**src/design/assert_macros.svh**
```systemverilog
// assertion macros for the stack machine core
// used by the top level only, expects clk and rst_n in scope
`ifndef ASSERT_MACROS_SVH
`define ASSERT_MACROS_SVH

// checked at every edge, also during reset
`define SMC_ASSERT_ALWAYS(lbl, prop, msg) \
  lbl: assert property (@(posedge clk) prop) else $error(msg);

// checked only out of reset
`define SMC_ASSERT_ON(lbl, prop, msg) \
  lbl: assert property (@(posedge clk) disable iff (!rst_n) prop) else $error(msg);

`endif

```
**src/design/smc_pkg.sv**
```systemverilog
// shared types and constants of the stack machine core
// no dependencies
package smc_pkg;

  localparam int MEM_WORDS     = 1024;
  localparam int STACK_ENTRIES = 64;

  localparam logic [15:0] CHAR_LIMIT = 16'd65;

  typedef enum logic [15:0] {
    OP_HALT = 16'd0,
    OP_PUSH = 16'd1,
    OP_ADD  = 16'd2,
    OP_DUP  = 16'd3,
    OP_SWAP = 16'd4,
    OP_POP  = 16'd5,
    OP_PULL = 16'd6,
    OP_OUT  = 16'd7,
    OP_BRZ  = 16'd8,
    OP_RETZ = 16'd9
  } opcode_t;

  typedef enum logic [2:0] {
    FAULT_NONE   = 3'd0,
    FAULT_OPCODE = 3'd1,
    FAULT_CHAR   = 3'd2,
    FAULT_OVER   = 3'd3,
    FAULT_UNDER  = 3'd4
  } fault_t;

  typedef enum logic {
    ITEM_LOAD = 1'b0,
    ITEM_STEP = 1'b1
  } item_op_t;

  typedef struct packed {
    logic issue;
    logic fire;
    logic is_step;
  } ctrl_t;

  typedef struct packed {
    logic        out_flag;
    logic [15:0] value;
    logic        halted;
    fault_t      fault;
  } result_t;

endpackage

```
**src/design/smc_exec.sv**
```systemverilog
// execute stage: data stack and frame stack memories, machine registers
// depends on smc_pkg
module smc_exec #(
  parameter int MEM_WORDS     = smc_pkg::MEM_WORDS,
  parameter int STACK_ENTRIES = smc_pkg::STACK_ENTRIES
) (
  input  logic                         clk,
  input  logic                         rst_n,
  input  smc_pkg::ctrl_t               ctrl,
  input  logic                         char_mode,
  input  logic [15:0]                  instr,
  input  logic [15:0]                  lit,
  output logic [$clog2(MEM_WORDS)-1:0] pc,
  output smc_pkg::result_t             res
);

  localparam int AW  = $clog2(MEM_WORDS);
  localparam int SIW = $clog2(STACK_ENTRIES);
  localparam int DW  = $clog2(STACK_ENTRIES + 1);
  localparam logic [SIW-1:0] FI_LAST = SIW'(STACK_ENTRIES - 1);
  localparam logic [DW-1:0]  D_FULL  = DW'(STACK_ENTRIES);

  logic [15:0]   data_mem  [STACK_ENTRIES];
  logic [AW-1:0] frame_mem [STACK_ENTRIES];

  logic [AW-1:0]  pc_r, pc_nxt;
  logic [DW-1:0]  depth_r, depth_nxt;
  logic [SIW-1:0] fi_r, fi_nxt;
  logic [15:0]    tos_r, tos_nxt;
  logic [15:0]    hold_r, hold_nxt;
  logic           halt_r, halt_nxt;

  logic [15:0]   second_q, third_q;
  logic [AW-1:0] ret_q;

  logic           ds_we, fs_we;
  logic [SIW-1:0] ds_waddr;
  logic [AW-1:0]  pc_seq, pc_lit;
  logic           d_ge1, d_ge2, d_full;
  smc_pkg::fault_t fault;

  assign pc     = pc_r;
  assign pc_seq = pc_r + AW'(1);
  assign pc_lit = pc_r + AW'(2);
  assign d_ge1  = depth_r != '0;
  assign d_ge2  = depth_r >= DW'(2);
  assign d_full = depth_r >= D_FULL;

  // operand reads at issue, write-back at fire
  always_ff @(posedge clk) begin
    if (ctrl.issue) begin
      second_q <= data_mem[SIW'(depth_r - DW'(2))];
      third_q  <= data_mem[SIW'(depth_r - DW'(3))];
      ret_q    <= frame_mem[fi_r - SIW'(1)];
    end
    if (ds_we) begin
      data_mem[ds_waddr] <= tos_r;
    end
    if (fs_we) begin
      frame_mem[fi_r] <= pc_seq;
    end
  end

  always_comb begin
    pc_nxt    = pc_r;
    depth_nxt = depth_r;
    fi_nxt    = fi_r;
    tos_nxt   = tos_r;
    hold_nxt  = hold_r;
    halt_nxt  = halt_r;
    ds_we     = 1'b0;
    fs_we     = 1'b0;
    ds_waddr  = SIW'(depth_r - DW'(1));
    fault     = smc_pkg::FAULT_NONE;
    res.out_flag = 1'b0;
    res.value    = '0;
    if (ctrl.fire && ctrl.is_step && !halt_r) begin
      pc_nxt = pc_seq;
      unique case (instr)
        smc_pkg::OP_HALT: begin
          halt_nxt = 1'b1;
        end
        smc_pkg::OP_PUSH: begin
          pc_nxt = pc_lit;
          if (d_full) begin
            fault = smc_pkg::FAULT_OVER;
          end else begin
            ds_we     = d_ge1;
            tos_nxt   = lit;
            depth_nxt = depth_r + DW'(1);
          end
        end
        smc_pkg::OP_ADD: begin
          if (!d_ge2) begin
            fault = smc_pkg::FAULT_UNDER;
          end else begin
            tos_nxt   = tos_r + second_q;
            depth_nxt = depth_r - DW'(1);
          end
        end
        smc_pkg::OP_DUP: begin
          if (!d_ge1) begin
            fault = smc_pkg::FAULT_UNDER;
          end else if (d_full) begin
            fault = smc_pkg::FAULT_OVER;
          end else begin
            ds_we     = 1'b1;
            depth_nxt = depth_r + DW'(1);
          end
        end
        smc_pkg::OP_SWAP: begin
          if (!d_ge2) begin
            fault = smc_pkg::FAULT_UNDER;
          end else begin
            ds_we    = 1'b1;
            ds_waddr = SIW'(depth_r - DW'(2));
            tos_nxt  = second_q;
          end
        end
        smc_pkg::OP_POP: begin
          if (!d_ge1) begin
            fault = smc_pkg::FAULT_UNDER;
          end else begin
            hold_nxt  = tos_r;
            tos_nxt   = second_q;
            depth_nxt = depth_r - DW'(1);
          end
        end
        smc_pkg::OP_PULL: begin
          if (d_full) begin
            fault = smc_pkg::FAULT_OVER;
          end else begin
            ds_we     = d_ge1;
            tos_nxt   = hold_r;
            depth_nxt = depth_r + DW'(1);
          end
        end
        smc_pkg::OP_OUT: begin
          if (!d_ge1) begin
            fault = smc_pkg::FAULT_UNDER;
          end else if (char_mode && (tos_r < 16'd1 || tos_r >= smc_pkg::CHAR_LIMIT)) begin
            fault = smc_pkg::FAULT_CHAR;
          end else begin
            res.out_flag = 1'b1;
            res.value    = tos_r;
          end
        end
        smc_pkg::OP_BRZ: begin
          if (!d_ge2) begin
            fault = smc_pkg::FAULT_UNDER;
          end else if (second_q == '0 && fi_r == FI_LAST) begin
            fault = smc_pkg::FAULT_OVER;
          end else begin
            depth_nxt = depth_r - DW'(2);
            tos_nxt   = third_q;
            if (second_q == '0) begin
              fs_we  = 1'b1;
              fi_nxt = fi_r + SIW'(1);
              pc_nxt = tos_r[AW-1:0];
            end
          end
        end
        smc_pkg::OP_RETZ: begin
          if (!d_ge1) begin
            fault = smc_pkg::FAULT_UNDER;
          end else if (tos_r == '0 && fi_r == '0) begin
            fault = smc_pkg::FAULT_UNDER;
          end else begin
            depth_nxt = depth_r - DW'(1);
            tos_nxt   = second_q;
            if (tos_r == '0) begin
              fi_nxt = fi_r - SIW'(1);
              pc_nxt = ret_q;
            end
          end
        end
        default: begin
          fault = smc_pkg::FAULT_OPCODE;
        end
      endcase
      // a fault leaves everything but the program counter alone
      if (fault != smc_pkg::FAULT_NONE) begin
        depth_nxt = depth_r;
        fi_nxt    = fi_r;
        tos_nxt   = tos_r;
        hold_nxt  = hold_r;
        ds_we     = 1'b0;
        fs_we     = 1'b0;
      end
    end
    res.halted = halt_nxt;
    res.fault  = fault;
  end

  always_ff @(posedge clk) begin
    if (!rst_n) begin
      pc_r    <= '0;
      depth_r <= '0;
      fi_r    <= '0;
      hold_r  <= '0;
      halt_r  <= 1'b0;
    end else if (ctrl.fire) begin
      pc_r    <= pc_nxt;
      depth_r <= depth_nxt;
      fi_r    <= fi_nxt;
      hold_r  <= hold_nxt;
      halt_r  <= halt_nxt;
    end
  end

  always_ff @(posedge clk) begin
    if (ctrl.fire) begin
      tos_r <= tos_nxt;
    end
  end

endmodule

```
**config.mk**
```make
export PLATFORM = sky130hd
export DESIGN_NAME = smc_exec
export DESIGN_NICKNAME = d
export VERILOG_FILES = /design/src/design/assert_macros.svh /design/src/design/smc_pkg.sv /design/src/design/smc_exec.sv
export SDC_FILE = /design/constraint.sdc
export NUM_CORES = 2
export LEC_CHECK = 0
export BUFFER_PORTS_ARGS = -buffer_cell sky130_fd_sc_hd__buf_2
export CAP_MARGIN = 0
export CORE_MARGIN = 2
export CORE_UTILIZATION = 60
export DETAILED_ROUTE_END_ITERATION = 8
export PLACE_DENSITY = 0.74
export SETUP_SLACK_MARGIN = 0.1
export SYNTH_ARGS = -nofsm -noshare
export SYNTH_HDL_FRONTEND = slang
export SYNTH_SLANG_ARGS = --single-unit
export TNS_END_PERCENT = 5
```
**constraint.sdc**
```tcl
create_clock -name clk -period 9 [get_ports clk]
set_input_delay 1.35 -clock clk [delete_from_list [all_inputs] [get_ports clk]]
set_output_delay 1.35 -clock clk [all_outputs]
set_load 0.01 [all_outputs]
```
==> flow_metrics.env <==
export IMPL_io_buffer_count=68
export IMPL_numCtsBuffers=173
export IMPL_synth_avg_cell_area_um2=20.8
export IMPL_crit_path_end_kind="primary output"
export IMPL_cts_hold_buf=0
export IMPL_holdWs_ns=0.460
export IMPL_ios=69
export IMPL_cts_tree="done"
export IMPL_cp_start_kind="register"
export IMPL_finalCritPeriodShare_pct=67.9
export IMPL_skew_ns=0.0531
export IMPL_finalSetupViolCount=0
export IMPL_antennaDiodeCount=0
export IMPL_place_congestion=0.966
export IMPL_cts_resized=0
export IMPL_yosysUniqueCellTypes=79
export IMPL_yosysWarnings=0
export IMPL_cpMaxStageDelayCell="a2111oi_0"
export IMPL_switchingPower_mw=3.30
export IMPL_drt_iter0_drc=7990
export IMPL_die_w_um=365
export IMPL_setup_ws_ns=2.89
export IMPL_drc=1
export IMPL_synth_fp_nets=3814
export IMPL_synth_area_top_cells="edfxtp_1 (66%), mux4_2 (24%), dfxtp_1 (1.0%), nor2_1 (0.81%), clkbuf_1 (0.67%)"
export IMPL_swShare_pct=20.2
export IMPL_clk_pin_slew_ns=0.07
export IMPL_leakage_nw=25.9
export IMPL_ys_top_cells_by_count="edfxtp_1 (1,722), mux4_2 (840), nor2_1 (168)"
export IMPL_grt_overflow=0
export IMPL_p_seq_share_pct=54.8
export IMPL_drive_above_1_share_pct=34.3
export IMPL_ys_ff_latch=1762
export IMPL_totalWireLength_um=210000
export IMPL_min_delay_path_class="reg -> reg"
export IMPL_firstDrtPassIters=9
export IMPL_post_route_cell_area_um2=86200
export IMPL_htreeDepth=4
export IMPL_synth_top_cell_area_share_pct=66.2
export IMPL_synth_edf_count=1722
export IMPL_clock_latency_ns=0.83
export IMPL_violations="DRC"
export IMPL_period_minus_slack_ns=6.11
export IMPL_grt_start_max_net_pins=129
export IMPL_vias_per_cell=7.41
export IMPL_grt_pass1_wl_um=299000
export IMPL_fmax_mhz=164
export IMPL_rsz0062_at_grt="no"
export IMPL_combPwrFrac_pct=1.0
export IMPL_hold_viol_final=0
export IMPL_cp_arrival_ns=4.76
export IMPL_slew_limit_headroom_pct=8.83
export IMPL_crit_type="reg -> out"
export IMPL_post_place_ws_ns=3.22
export IMPL_cts_sinks=1762
export IMPL_area_delta_synth_final_pct=10.3
export IMPL_power_internal_mw=13.0
export IMPL_required_ns=7.65
export IMPL_pwr_density_cell_nw_per_um2=190
export IMPL_yosys_area_top_type="edfxtp_1"
export IMPL_die_h_um=365
export IMPL_path_common_cell="nor2_1"
export IMPL_max_vdd_ir_drop_v=0.000242
export IMPL_clk_path_buf_depth=3
export IMPL_crit_chain="inv_1, ha_1, nor3b_2, nand3_1, a2111oi_0, nor2_1, nor2_1, buf_2"
export IMPL_vias=42100
export IMPL_clockRootBuffer="clkbuf_16"
export IMPL_fin_util_pct=66.6
export IMPL_synth_flop_cell="edfxtp_1"
export IMPL_path_max_fanout=45
export IMPL_track_usage_pct=32.2
export IMPL_synth_most_common_cell="edfxtp_1"
export IMPL_final_setup_tns_ns=0
export IMPL_nets=3863
export IMPL_initial_core_util_pct=60.4
export IMPL_tightest_slew_ns=1.33
export IMPL_placed_area_um2=80500
export IMPL_drv_slew=0
export IMPL_antenna_left=0
export IMPL_die_area_um2=133000
export IMPL_post_dp_hpwl_um=133000
export IMPL_syn_area_um2=78100
export IMPL_grt_pass1_vias=40100
export IMPL_routedWlPerCell_um=36.9
export IMPL_cts_setup_buffers=0
export IMPL_antenna_found_initial=10
export IMPL_rrSetupSlack_ns=3.28
export IMPL_rows=132
export IMPL_ys_seq_area_share_pct=67.2
export IMPL_clkPwrFrac_pct=44.2
export IMPL_async_reset_ff_share_pct=0
export IMPL_status="finished with violations"
export IMPL_crit_path_max_incr_delay_ns=1.21
export IMPL_core_um2=129000
export IMPL_synth_cells=3750
export IMPL_cap_violations=0
[power by group through the flow]
stage | clock (mW) | combinational, mW | sequential, mW
after floorplan | 0 | 0.0742 | 9.13
after global placement | 0 | 0.154 | 9.13
after detailed placement | 0 | 0.159 | 9.13
after CTS | 7.26 | 0.159 | 8.96
after global routing | 7.58 | 0.172 | 8.95
final | 7.22 | 0.162 | 8.96
[registers in the layout, indices dropped and copies added, names as in the netlist]
register	cells
ret_q	10
pc	10
data_mem	1024
tos_r	16
frame_mem	640
halt_r	1
second_q	16
third_q	16
hold_r	16
depth_r	7
fi_r	6
[stage by stage]
step           cells  total power [mW]
2_1_floorplan   3750              9.20
3_3_place_gp    5366              9.29
3_5_place_dp    5366              9.29
4_1_cts         5686              16.4
5_1_grt         5686              16.7
6_report        5686              16.3
[area by class of cell]
class                           instances  area, um2
Inverter                               10       37.5
Sequential cell                      1762      52500
Clock buffer                          204       4460
Fill cell                            8018      43100
Tap cell                             1742       2180
Clock inverter                        116       1190
Multi-Input combinational cell       1716      24800
Timing Repair Buffer                  136        938
[worst paths after layout]
kind / start / end / depth (start not counted)
max: depth_r[1]$_SDFFE_PN0P_ / res[2] / 8
min: hold_r[2]$_SDFFE_PN0P_ / hold_r[2]$_SDFFE_PN0P_ / 2
max reg2reg: depth_r[1]$_SDFFE_PN0P_ / data_mem[8][14]$_DFFE_PP_ / 9
min reg2reg: hold_r[2]$_SDFFE_PN0P_ / hold_r[2]$_SDFFE_PN0P_ / 2
[cells in the final DEF (no fill, tap or decap), drive strengths merged, types with 5 or more instances in the layout]
master and instances:
or3 17, clkinv 90, a21oi 60, nand3b 5
nor3 12, nand2b 8, a31oi 19, a221o 6
edfxtp 1722, o21ai 50, inv 15, xnor2 33
o31ai 5, nand3 57, clkbuf 204, nor4 15
and2 33, nor2 168, a211oi 49, a21o 5
buf 136, and3 9, mux4 840, dfxtp 40
nand2 103, or4 5, ha 25, nand4 9
a222oi 15, o211ai 11, or2 6, mux2i 38
xor2 19, nor2b 35, a221oi 11, bufinv 17
[layer usage]
layer / wire length [um] / track usage (%) / share of wire, %
met2: 94900 / 46.2 / 45
met4: 5400 / 8.48 / 2.6
met1: 77700 / 48.6 / 37
met3: 31800 / 10.3 / 15
met5: 156 / 0.545 / 0.074
[worst max-delay path: cells and delay by family (launching register included)]
kind	cells	cell delay [ns]
buffers and inverters	2	0.51
adders and majority gates	1	0.39
and+or+nand+nor	4	1.24
AOI/OAI and AO/OA	1	1.21
DFF	1	0.56
[cells by family (layout without fill, tap and decap cells)]
kind of cell / after synthesis / count (layout) / synth area share [%]
AO/OA/AOI/OAI: 264 / 264 / 2.30
XOR/XNOR: 52 / 52 / 0.626
adder cells (fa/ha/maj): 26 / 26 / 0.426
buffers and inverters: 272 / 466 / 1.46
flip-flops: 1762 / 1762 / 67.2
multiplexers: 878 / 878 / 24.7
AND/OR/NAND/NOR: 496 / 496 / 3.23
Power figures use the tool's default switching activity.
